<file path="config.mk">
export PLATFORM = sky130hd
export DESIGN_NAME = mouse_packet_event_decoder
export DESIGN_NICKNAME = d
export VERILOG_FILES = /design/src/sv/mped_pkg.sv /design/src/sv/mouse_packet_event_decoder.sv /design/src/sv/mped_front.sv /design/src/sv/mped_queue.sv /design/src/sv/mped_back.sv
export SDC_FILE = /design/constraint.sdc
export NUM_CORES = 1
export LEC_CHECK = 0
export CORE_ASPECT_RATIO = 1.5
export CORE_UTILIZATION = 24
export CTS_CLUSTER_DIAMETER = 80
export DETAILED_ROUTE_END_ITERATION = 7
export DONT_BUFFER_PORTS = 1
export PLACE_DENSITY_LB_ADDON = 0.08
export SYNTH_ARGS = -nofsm -noshare
export SYNTH_HDL_FRONTEND = slang
export SYNTH_SLANG_ARGS = --single-unit
</file>
<file path="constraint.sdc">
create_clock -name clk -period 2.6 [get_ports clk]
set_input_delay 0.13 -clock clk [delete_from_list [all_inputs] [get_ports clk]]
set_output_delay 0.13 -clock clk [all_outputs]
set_load 0.01 [all_outputs]
</file>
<file path="src/sv/mped_pkg.sv">
// Shared types and constants for the mouse packet event decoder.
package mped_pkg;

    localparam int QUEUE_DEPTH = 2;

    // Event type codes.
    localparam logic [1:0] TYPE_BUTTON = 2'd0;
    localparam logic [1:0] TYPE_MOTION = 2'd1;
    localparam logic [1:0] TYPE_SYNC   = 2'd2;

    // Status byte button masks.
    localparam logic [7:0] MASK_LEFT   = 8'h01;
    localparam logic [7:0] MASK_RIGHT  = 8'h02;
    localparam logic [7:0] MASK_MIDDLE = 8'h04;

    typedef enum logic [2:0] {
        CODE_LEFT   = 3'd0,
        CODE_RIGHT  = 3'd1,
        CODE_MIDDLE = 3'd2,
        CODE_X      = 3'd3,
        CODE_Y      = 3'd4,
        CODE_WHEEL  = 3'd5,
        CODE_SYNC   = 3'd6
    } event_code_t;

    // One complete packet as handed from the byte gatherer to the event sequencer.
    typedef struct packed {
        logic       left;
        logic       right;
        logic       middle;
        logic [7:0] x;
        logic [7:0] y;
        logic [7:0] w;
        logic       wheel;
    } packet_t;

    typedef struct packed {
        logic full;
        logic empty;
    } queue_status_t;

endpackage

</file>
<file path="src/sv/mouse_packet_event_decoder.sv">
// Top level of the mouse packet event decoder.
//
// Mouse bytes enter one per transfer on the input channel (in_valid, in_stall,
// data_byte). Three bytes make a packet, or four when wheel_mode is 1; the
// mode register is written through its own valid/ready channel, which is
// always ready. Bytes that do not end a packet give no event. The byte that
// ends one is queued as a whole packet, and the sequencer then emits one event
// per transfer on the output channel: left, right and middle button, X, Y and
// wheel motion where nonzero, then a sync event with last_event set.
// The final byte's packet is written into the queue, and its first event is
// then loaded into the output register. A packet gives 4 to 7 events, one
// event per cycle while out_stall is low. Bytes are taken every cycle while
// the packet queue has room; it holds QueueDepth packets, so the next packet
// gathers while one drains. When the receiver stalls, the output register
// holds its event and the queue fills; once full, in_stall rises for every
// byte. Reset clears the byte position, queue, output valid and wheel_mode.
module mouse_packet_event_decoder #(
    parameter int QueueDepth = mped_pkg::QUEUE_DEPTH
) (
    input  logic              clk,
    input  logic              rst_n,
    input  logic              wheel_mode_valid,
    output logic              wheel_mode_ready,
    input  logic              wheel_mode,
    input  logic              in_valid,
    output logic              in_stall,
    input  logic [7:0]        data_byte,
    output logic              out_valid,
    input  logic              out_stall,
    output logic [1:0]        event_type,
    output logic [2:0]        event_code,
    output logic signed [8:0] event_value,
    output logic              last_event
);

    logic                    wheel_mode_reg;
    logic                    push;
    logic                    pop;
    mped_pkg::packet_t       push_data;
    mped_pkg::packet_t       head;
    mped_pkg::queue_status_t q_status;

    assign wheel_mode_ready = 1'b1;

    always_ff @(posedge clk or negedge rst_n)
    begin
        if (!rst_n)
        begin
            wheel_mode_reg <= 1'b0;
        end
        else if (wheel_mode_valid && wheel_mode_ready)
        begin
            wheel_mode_reg <= wheel_mode;
        end
    end

    mped_front u_front (
        .clk        (clk),
        .rst_n      (rst_n),
        .in_valid   (in_valid),
        .in_stall   (in_stall),
        .data_byte  (data_byte),
        .wheel_mode (wheel_mode_reg),
        .q_status   (q_status),
        .push       (push),
        .push_data  (push_data)
    );

    mped_queue #(
        .Depth (QueueDepth)
    ) u_queue (
        .clk       (clk),
        .rst_n     (rst_n),
        .push      (push),
        .push_data (push_data),
        .pop       (pop),
        .head      (head),
        .status    (q_status)
    );

    mped_back u_back (
        .clk         (clk),
        .rst_n       (rst_n),
        .head        (head),
        .q_status    (q_status),
        .pop         (pop),
        .out_valid   (out_valid),
        .out_stall   (out_stall),
        .event_type  (event_type),
        .event_code  (event_code),
        .event_value (event_value),
        .last_event  (last_event)
    );

endmodule

</file>
<file path="src/sv/mped_front.sv">
// Byte gatherer: collects mouse bytes into packets and pushes finished packets.
module mped_front (
    input  logic                    clk,
    input  logic                    rst_n,
    input  logic                    in_valid,
    output logic                    in_stall,
    input  logic [7:0]              data_byte,
    input  logic                    wheel_mode,
    input  mped_pkg::queue_status_t q_status,
    output logic                    push,
    output mped_pkg::packet_t       push_data
);

    logic [1:0] pos_reg;
    logic [1:0] pos_next;
    logic [7:0] store_reg [3];
    logic [1:0] final_pos;
    logic       in_fire;
    logic       store_wr;

    assign in_stall  = q_status.full;
    assign in_fire   = in_valid && !in_stall;
    assign final_pos = wheel_mode ? 2'd3 : 2'd2;
    assign store_wr  = in_fire && (pos_reg < final_pos);

    always_comb
    begin
        pos_next = pos_reg;
        push     = 1'b0;
        if (in_fire)
        begin
            if (pos_reg < final_pos)
            begin
                pos_next = pos_reg + 2'd1;
            end
            else
            begin
                // A stray byte left over after wheel mode was cleared is dropped.
                pos_next = 2'd0;
                push     = (pos_reg == final_pos);
            end
        end
    end

    always_comb
    begin
        push_data.left   = |(store_reg[0] & mped_pkg::MASK_LEFT);
        push_data.right  = |(store_reg[0] & mped_pkg::MASK_RIGHT);
        push_data.middle = |(store_reg[0] & mped_pkg::MASK_MIDDLE);
        push_data.x      = store_reg[1];
        push_data.y      = wheel_mode ? store_reg[2] : data_byte;
        push_data.w      = wheel_mode ? data_byte : 8'd0;
        push_data.wheel  = wheel_mode;
    end

    always_ff @(posedge clk or negedge rst_n)
    begin
        if (!rst_n)
        begin
            pos_reg <= 2'd0;
        end
        else
        begin
            pos_reg <= pos_next;
        end
    end

    always_ff @(posedge clk)
    begin
        if (store_wr)
        begin
            store_reg[pos_reg] <= data_byte;
        end
    end

endmodule

</file>
<file path="src/sv/mped_queue.sv">
// Small packet queue between the byte gatherer and the event sequencer.
module mped_queue #(
    parameter int Depth = mped_pkg::QUEUE_DEPTH
) (
    input  logic                    clk,
    input  logic                    rst_n,
    input  logic                    push,
    input  mped_pkg::packet_t       push_data,
    input  logic                    pop,
    output mped_pkg::packet_t       head,
    output mped_pkg::queue_status_t status
);

    localparam int AW = (Depth > 1) ? $clog2(Depth) : 1;
    localparam int CW = $clog2(Depth + 1);
    localparam logic [AW-1:0] LastIdx = AW'(Depth - 1);
    localparam logic [CW-1:0] FullCount = CW'(Depth);

    mped_pkg::packet_t entry_reg [Depth];
    logic [AW-1:0] wr_ptr_reg;
    logic [AW-1:0] rd_ptr_reg;
    logic [CW-1:0] count_reg;
    logic [CW-1:0] count_next;
    logic          do_push;
    logic          do_pop;

    assign status.full  = (count_reg == FullCount);
    assign status.empty = (count_reg == '0);
    assign do_push      = push && !status.full;
    assign do_pop       = pop && !status.empty;
    assign head         = entry_reg[rd_ptr_reg];

    always_comb
    begin
        count_next = count_reg;
        if (do_push && !do_pop)
        begin
            count_next = count_reg + CW'(1);
        end
        else if (do_pop && !do_push)
        begin
            count_next = count_reg - CW'(1);
        end
    end

    always_ff @(posedge clk or negedge rst_n)
    begin
        if (!rst_n)
        begin
            wr_ptr_reg <= '0;
            rd_ptr_reg <= '0;
            count_reg  <= '0;
        end
        else
        begin
            count_reg <= count_next;
            if (do_push)
            begin
                wr_ptr_reg <= (wr_ptr_reg == LastIdx) ? '0 : wr_ptr_reg + AW'(1);
            end
            if (do_pop)
            begin
                rd_ptr_reg <= (rd_ptr_reg == LastIdx) ? '0 : rd_ptr_reg + AW'(1);
            end
        end
    end

    always_ff @(posedge clk)
    begin
        if (do_push)
        begin
            entry_reg[wr_ptr_reg] <= push_data;
        end
    end

endmodule

</file>
<file path="src/sv/mped_back.sv">
// Event sequencer: walks the head packet and emits one event per transfer.
module mped_back (
    input  logic                    clk,
    input  logic                    rst_n,
    input  mped_pkg::packet_t       head,
    input  mped_pkg::queue_status_t q_status,
    output logic                    pop,
    output logic                    out_valid,
    input  logic                    out_stall,
    output logic [1:0]              event_type,
    output logic [2:0]              event_code,
    output logic signed [8:0]       event_value,
    output logic                    last_event
);

    mped_pkg::event_code_t step_reg;
    mped_pkg::event_code_t step_next;
    logic                  out_valid_reg;
    logic [1:0]            type_reg;
    logic [2:0]            code_reg;
    logic signed [8:0]     value_reg;
    logic                  last_reg;
    logic                  load;
    logic                  x_nz;
    logic                  y_nz;
    logic                  w_nz;
    logic [1:0]            type_now;
    logic signed [8:0]     value_now;

    assign x_nz = (head.x != 8'd0);
    assign y_nz = (head.y != 8'd0);
    assign w_nz = head.wheel && (head.w != 8'd0);

    assign load = (!out_valid_reg || !out_stall) && !q_status.empty;
    assign pop  = load && (step_reg == mped_pkg::CODE_SYNC);

    // Motion events with zero value are skipped, so after the middle button or an
    // axis the next step is the next motion axis that moved, or the sync event.
    always_comb
    begin
        step_next = mped_pkg::CODE_SYNC;
        case (step_reg)
            mped_pkg::CODE_LEFT:   step_next = mped_pkg::CODE_RIGHT;
            mped_pkg::CODE_RIGHT:  step_next = mped_pkg::CODE_MIDDLE;
            mped_pkg::CODE_MIDDLE:
            begin
                if (x_nz)
                    step_next = mped_pkg::CODE_X;
                else if (y_nz)
                    step_next = mped_pkg::CODE_Y;
                else if (w_nz)
                    step_next = mped_pkg::CODE_WHEEL;
                else
                    step_next = mped_pkg::CODE_SYNC;
            end
            mped_pkg::CODE_X:
            begin
                if (y_nz)
                    step_next = mped_pkg::CODE_Y;
                else if (w_nz)
                    step_next = mped_pkg::CODE_WHEEL;
                else
                    step_next = mped_pkg::CODE_SYNC;
            end
            mped_pkg::CODE_Y:
            begin
                if (w_nz)
                    step_next = mped_pkg::CODE_WHEEL;
                else
                    step_next = mped_pkg::CODE_SYNC;
            end
            mped_pkg::CODE_WHEEL:  step_next = mped_pkg::CODE_SYNC;
            mped_pkg::CODE_SYNC:   step_next = mped_pkg::CODE_LEFT;
            default:               step_next = mped_pkg::CODE_LEFT;
        endcase
    end

    always_comb
    begin
        type_now  = mped_pkg::TYPE_SYNC;
        value_now = 9'sd0;
        case (step_reg)
            mped_pkg::CODE_LEFT:
            begin
                type_now  = mped_pkg::TYPE_BUTTON;
                value_now = {8'd0, head.left};
            end
            mped_pkg::CODE_RIGHT:
            begin
                type_now  = mped_pkg::TYPE_BUTTON;
                value_now = {8'd0, head.right};
            end
            mped_pkg::CODE_MIDDLE:
            begin
                type_now  = mped_pkg::TYPE_BUTTON;
                value_now = {8'd0, head.middle};
            end
            mped_pkg::CODE_X:
            begin
                type_now  = mped_pkg::TYPE_MOTION;
                value_now = {head.x[7], head.x};
            end
            mped_pkg::CODE_Y:
            begin
                // Screen Y grows downward, so the mouse's Y is negated.
                type_now  = mped_pkg::TYPE_MOTION;
                value_now = 9'sd0 - $signed({head.y[7], head.y});
            end
            mped_pkg::CODE_WHEEL:
            begin
                type_now  = mped_pkg::TYPE_MOTION;
                value_now = {head.w[7], head.w};
            end
            default:
            begin
                type_now  = mped_pkg::TYPE_SYNC;
                value_now = 9'sd0;
            end
        endcase
    end

    always_ff @(posedge clk or negedge rst_n)
    begin
        if (!rst_n)
        begin
            step_reg      <= mped_pkg::CODE_LEFT;
            out_valid_reg <= 1'b0;
        end
        else
        begin
            if (load)
            begin
                step_reg      <= step_next;
                out_valid_reg <= 1'b1;
            end
            else if (!out_stall)
            begin
                out_valid_reg <= 1'b0;
            end
        end
    end

    always_ff @(posedge clk)
    begin
        if (load)
        begin
            type_reg  <= type_now;
            code_reg  <= step_reg;
            value_reg <= value_now;
            last_reg  <= (step_reg == mped_pkg::CODE_SYNC);
        end
    end

    assign out_valid   = out_valid_reg;
    assign event_type  = type_reg;
    assign event_code  = code_reg;
    assign event_value = value_reg;
    assign last_event  = last_reg;

endmodule
</file>
==> results of run 1 <==
-- path summary, 6_finish.rpt --
kind | startpoint | end | depth (start not counted)
worst max-delay path | u_queue.rd_ptr_reg$_DFFE_PN0P_ | u_back.step_reg[1]$_DFFE_PN0P_ | 6
worst min-delay path | data_byte[7] | u_queue.entry_reg[0][8]$_DFFE_PP_ | 1
worst max register to register | u_queue.rd_ptr_reg$_DFFE_PN0P_ | u_back.step_reg[1]$_DFFE_PN0P_ | 6
worst min register to register | u_front.store_reg[1][2]$_DFFE_PP_ | u_queue.entry_reg[1][19]$_DFFE_PP_ | 0
max in group asynchronous | rst_n | u_queue.rd_ptr_reg$_DFFE_PN0P_ | 1
min in group asynchronous | rst_n | u_back.step_reg[2]$_DFFE_PN0P_ | 1
-- where the power goes --
group | total, mW | leakage (nW) | switching (mW) | internal, mW
clock | 1.26 | 0.127 | 0.607 | 0.653
sequential | 2.50 | 0.959 | 0.314 | 2.19
combinational | 1.12 | 0.604 | 0.629 | 0.494
total | 4.89 | 1.69 | 1.55 | 3.34
-- through the flow --
stage / hold WS, ns / setup slack, ns / utilization, % / instance area, µm² / total power, mW
floorplan: -0.166 / 0.0699 / - / 4270 / 3.34
global placement: -0.165 / 0.600 / 26.2 / 4540 / 3.67
detailed placement: -0.165 / 0.557 / 26.2 / 4540 / 3.67
CTS: 0.00238 / 0.535 / 28.5 / 4950 / 4.97
global route: 0.00737 / 0.416 / 28.5 / 4950 / 5.15
finish: 0.0154 / 0.566 / 28.5 / 4950 / 4.89
-- worst register-to-register path, delay by kind of cell, from the launching register on --
family | cells | cell delay, ns
AO/OA/AOI/OAI | 2 | 0.30
AND/OR/NAND/NOR | 2 | 0.32
buffers and inverters | 1 | 0.33
flip-flops | 1 | 0.66
multiplexers | 1 | 0.35
-- what timing repair did --
action / in CTS / in global routing
buffers inserted: 0 / 0
hold buffers: 13 / 0
endpoints found under the setup margin: 0 / 0
endpoints found under the hold margin: 34 / 0
-- cell type report --
type	instances	area [µm²]	area share, %
Sequential cell	101	2980	60.2
Multi-Input combinational cell	157	1200	24.3
Tap cell	213	267	5.39
Clock buffer	9	225	4.55
Timing Repair Buffer	22	198	4.00
Clock inverter	7	51.3	1.04
Inverter	6	22.5	0.455
-- layout by cell type, fill, tap and decap left out, types with 8 or more instances in the layout --
cell / synthesis / final
nand2_1: 21 / 21
and2_1: 13 / 13
dfrtp_1: 11 / 10
edfxtp_1: 90 / 90
clkbuf_16: 0 / 9
mux2i_1: 21 / 21
nor2_1: 11 / 10
nor4_1: 8 / 8
buf_4: 2 / 9
mux2_2: 10 / 10
dlygate4sd3_1: 0 / 13
-- routing by layer --
layer,track usage [%],vias to the layer above,wire length (µm),part of all wire [%]
li1,-,1094,-,-
met1,12.8,1123,4220,43
met2,20.0,36,5130,52
met3,2.85,8,298,3.0
met4,4.00,0,133,1.4
met5,0,-,0,0
-- cell families (layout without fill, tap and decap cells) --
family	Yosys count	in the layout	share of synthesized area, %
flip-flops	101	101	69.7
buffers and inverters	16	44	2.14
AND/OR/NAND/NOR	74	74	9.32
multiplexers	34	34	8.94
adder cells (fa/ha/maj)	6	6	1.76
AO/OA/AOI/OAI	31	31	5.77
XOR/XNOR	11	11	2.26
other	1	1	0.0878
==> summary.txt, run 1 <==
Critical path
  • CP required: 2.86 ns
  • Crit-path cells: buf_4, mux2i_1, nand2_1, or2_0, o211a_1, o31ai_2
  • CP max stage delay: 0.66 ns
  • Critical path type: reg -> reg
  • Worst R2R Setup Slack: between 0.5 and 0.6 ns
  • Crit path max-delay family: flip-flops
  • Slowest stage cell, crit path: dfrtp_2
  • CP startpoint kind: register
  • Crit-path max FO: 21
  • Worst path bufs/invs: 1
  • Crit path capture type: register
  • CP Data Arrival Time: 2.29 ns

CTS
  • Resize count post-CTS: 0
  • Clock sink total: 101
  • Root buf cell: clkbuf_16
  • Max clock buf depth: 2
  • H-Tree Depth: 3
  • Reg clk slew, reported paths: roughly 0.070 ns
  • Worst skew pair latency: approximately 0.34 ns
  • CTS buffer count: 9
  • CTS tree: done

Timing
  • Slew @ Worst Pin: 0.635 ns
  • Worst Skew: 0.00972 ns
  • Final min period: 2.03 ns
  • Final hold violation count: 0
  • Pins over their slew limit: 0
  • Setup TNS: 0 ns
  • Slew headroom: 57.3%
  • Final Cycle Share: 78.2%
  • Highest clock rate: 492 MHz
  • RSZ-0062 raised after global routing: false
  • Final setup violation count: 0

Run status
  • Outcome: complete, no violations

Floorplan
  • Die height: between 150 and 200 µm
  • # IOs: 32
  • Core area: around 0.017 mm²
  • Die area: 0.0183 mm²
  • Die X: ~110 µm
  • Rows: 59
  • Starting Density: 24.6%

Yosys
  • Net Count, Synth: 294
  • Syn_area_per_cell: 15.6 µm²
  • Cell Area, Synth: 0.00427 mm²
  • Area contributors post-synth: edfxtp_1 63%, dfrtp_1 6.4%, mux2i_1 4.9%
  • Mapped Cells: ~270
  • Synth unique cells: 45
  • Synth async-reset ratio: 10.9%
  • Number of synthesized register bits: 101
  • Ys flop type: edfxtp_1
  • Synthesis Warnings: 0
  • Count leader, synth: edfxtp_1
  • Number of synthesized flops with an enable pin: 90
  • Synth cell count leaders: 90 x edfxtp_1, 21 x mux2i_1, 21 x nand2_1, 13 x and2_1
  • Seq/Total Area, Yosys: 69.7%
  • Top-area cell type share of the netlist area: 63.3%
  • Synth area leader: edfxtp_1

Layout
  • # fillers: 1721
  • Share of layout cells above drive strength 1: 14.9%
  • Area grow syn2layout: 15.8%
  • Diode count: 0
  • Largest register FFs: 56
  • Fin cells: 515
  • Final #Nets: 317

Detailed routing
  • First drt pass iteration count: 4
  • Drt first-iter violations: 106
  • Post-route DRC: 0
  • Routed vias: 2261
  • Via-to-Cell Ratio: 4.39
  • Post-DRT Antenna Nets: 0
  • Wirelength per Cell: 19.0 µm
  • Routed WL: between 9 and 10 mm

Power
  • Pwr dens: 988 mW/mm²
  • Peak VDD IR: 385 µV
  • Lkg Pwr: approximately 1.7 nW

Placed design
  • RePlAce Congestion: 0.725
  • HPWL after DPL: 7.03 mm
  • Number of buffers added on ports: 0
  • Inst Count DP: between 400 and 500

Flow run
  • MaxCap Viol Count: 0

Global routing
  • Antenna violations before repair: 0
  • First-pass GRT wire length: around 15 mm
  • Grt total ovfl: 0
  • Global Route Usage Sum: between 10% and 20%
  • Vias in the first global route: 2354
  • Largest net degree at the start of global routing: 29

Worst hold path
  • Hold Crit Class: in -> reg
No activity file was read; power rests on OpenSTA's default activity.
==> inputs of run 2 (changes only) <==
- clock period: 2.6 -> 2.1 ns (I/O delays scaled with it)
==> summary.txt, run 2 (synthesis results as in run 1) <==
CTS
  • CTS tree: done
  • Reg clk slew, reported paths: 0.07 ns
  • H-Tree Depth: 3
  • Worst skew pair latency: 0.34 ns
  • CTS buffer count: 9
  • Root buf cell: clkbuf_16
  • Max clock buf depth: 2
  • Clock sink total: 101

Detailed routing
  • Drt first-iter violations: 85
  • Post-DRT Antenna Nets: 0
  • Routed WL: 9.65 mm
  • Routed vias: 2255
  • Post-route DRC: 0
  • First drt pass iteration count: 4
  • Via-to-Cell Ratio: 4.30
  • Wirelength per Cell: ~18 µm

Flow run
  • MaxCap Viol Count: 0

Floorplan
  • Die area: approximately 0.018 mm²
  • Die height: 165 µm
  • Die X: 111 µm
  • # IOs: 32
  • Rows: 59
  • Core area: 0.0173 mm²
  • Starting Density: around 25%

Power
  • Pwr dens: 1210 mW/mm²
  • Peak VDD IR: 443 µV
  • Lkg Pwr: about 1.7 nW

Timing
  • Final min period: ~1.8 ns
  • Highest clock rate: 541 MHz
  • Final setup violation count: 0
  • Final Cycle Share: 88.1%
  • Pins over their slew limit: 0
  • Slew @ Worst Pin: 0.614 ns
  • Setup TNS: 0 ns
  • RSZ-0062 raised after global routing: false
  • Slew headroom: 59.0%
  • Final hold violation count: 0
  • Setup ws final: about 0.25 ns
  • Worst Skew: 0.00969 ns

Layout
  • Largest register FFs: 56
  • Share of layout cells above drive strength 1: about 17%
  • Most common cell after layout, fill and taps aside: edfxtp_1
  • Fin cells: 524
  • Final #Nets: 326
  • Area grow syn2layout: 18.0%
  • Diode count: 0
  • Commonest non-fill, non-tap cells in the layout: 90 x edfxtp_1, 21 x mux2i_1, 21 x nand2_1, 15 x buf_4
  • Finished Cell Area: 0.00504 mm²

Critical path
  • CP max stage delay: 0.35 ns
  • Crit path top cell by count: inv_1
  • CP startpoint kind: register
  • Crit path capture type: register
  • CP Data Arrival Time: 1.89 ns
  • Crit-path cells: inv_1, ha_1, nor2_1, nand4_1, inv_1, and2_1, buf_12
  • CP required: approximately 2.1 ns
  • Critical path type: reg -> reg
  • Crit-path max FO: 28
  • Slowest stage cell, crit path: dfrtp_1

Global routing
  • Largest net degree at the start of global routing: 29
  • Vias in the first global route: 2428
  • Global Route Usage Sum: between 10 and 15%
  • First-pass GRT wire length: 14.6 mm
  • Grt total ovfl: 0
  • Antenna violations before repair: 0

Run status
  • Outcome: complete, no violations

Placed design
  • RePlAce Congestion: 0.724
  • HPWL after DPL: 7.00 mm
  • Inst Count DP: 495
  • Placed Area: ~0.0046 mm²
  • Number of buffers added on ports: 0
  • DP Worst Slack: 0.242 ns

Worst hold path
  • Hold Crit Class: in -> reg
run 2: cell types whose count changed in the layout (fill, tap and decap cells not counted), sizes merged:
cell / before / now
buf: 9 / 18
clkinv: 3 / 5
clkinvlp: 3 / 1
run 2: cell type report:
class                           count  area (µm²)
Fill cell                        1716       12300
Sequential cell                   101        2980
Multi-Input combinational cell    157        1200
Timing Repair Buffer               31         303
Tap cell                          213         267
Clock buffer                        9         225
Clock inverter                      7        41.3
Inverter                            6        22.5
run 2: path summary, 6_finish.rpt:
| kind | startpoint | to | slack, ns | depth (start not counted) |
|---|---|---|---|---|
| min | data_byte[7] | u_queue.entry_reg[1][8]$_DFFE_PP_ | 0.01 | 1 |
| max reg2reg | u_front.pos_reg[0]$_DFFE_PN0P_ | u_queue.entry_reg[1][18]$_DFFE_PP_ | 0.25 | 7 |
| min in group asynchronous | rst_n | u_back.out_valid$_DFFE_PN0P_ | 0.21 | 1 |
| max | u_front.pos_reg[0]$_DFFE_PN0P_ | u_queue.entry_reg[1][18]$_DFFE_PP_ | 0.25 | 7 |
| max in group asynchronous | rst_n | u_queue.rd_ptr_reg$_DFFE_PN0P_ | 1.45 | 1 |
| min reg2reg | u_front.store_reg[1][4]$_DFFE_PP_ | u_queue.entry_reg[1][21]$_DFFE_PP_ | 0.45 | 0 |
run 2: repair_timing:
item | 4_1_cts | 5_1_grt
gates resized for setup | 0 | 0
buffers inserted | 0 | 0
endpoints found under the hold margin | 45 | 0
setup endpoints to repair | 0 | 0
hold buffers | 13 | 0
run 2: through the flow:
stage / total power [mW] / util [%] / hold WS, ns
after global placement: 4.64 / 26.8 / -0.190
after detailed placement: 4.64 / 26.8 / -0.190
final: 6.09 / 29.1 / 0.0130
after floorplan: 4.13 / - / -0.191
after CTS: 6.23 / 29.1 / 0.00466
after global routing: 6.45 / 29.1 / 0.00578
run 2: worst max-delay path, delay by kind of cell (launching register included):
family                     cells  cell delay, ns
adders and majority gates      1            0.22
DFF                            1            0.35
and+or+nand+nor                3            0.52
buffers and inverters          3            0.43
run 2: power breakdown:
group	switching [mW]	total (mW)	internal, mW
logic	0.841	1.53	0.693
registers	0.334	3.04	2.71
clock network	0.716	1.51	0.796
total	1.89	6.09	4.20
run 2: routing by layer:
| metal | vias to the layer above | global-route usage [%] | part of all wire [%] |
|---|---|---|---|
| met5 | - | 0 | 0 |
| met2 | 32 | 20.8 | 54 |
| met1 | 1112 | 12.3 | 42 |
| met4 | 0 | 4.00 | 1.3 |
| met3 | 8 | 2.48 | 2.4 |
| li1 | 1103 | - | - |
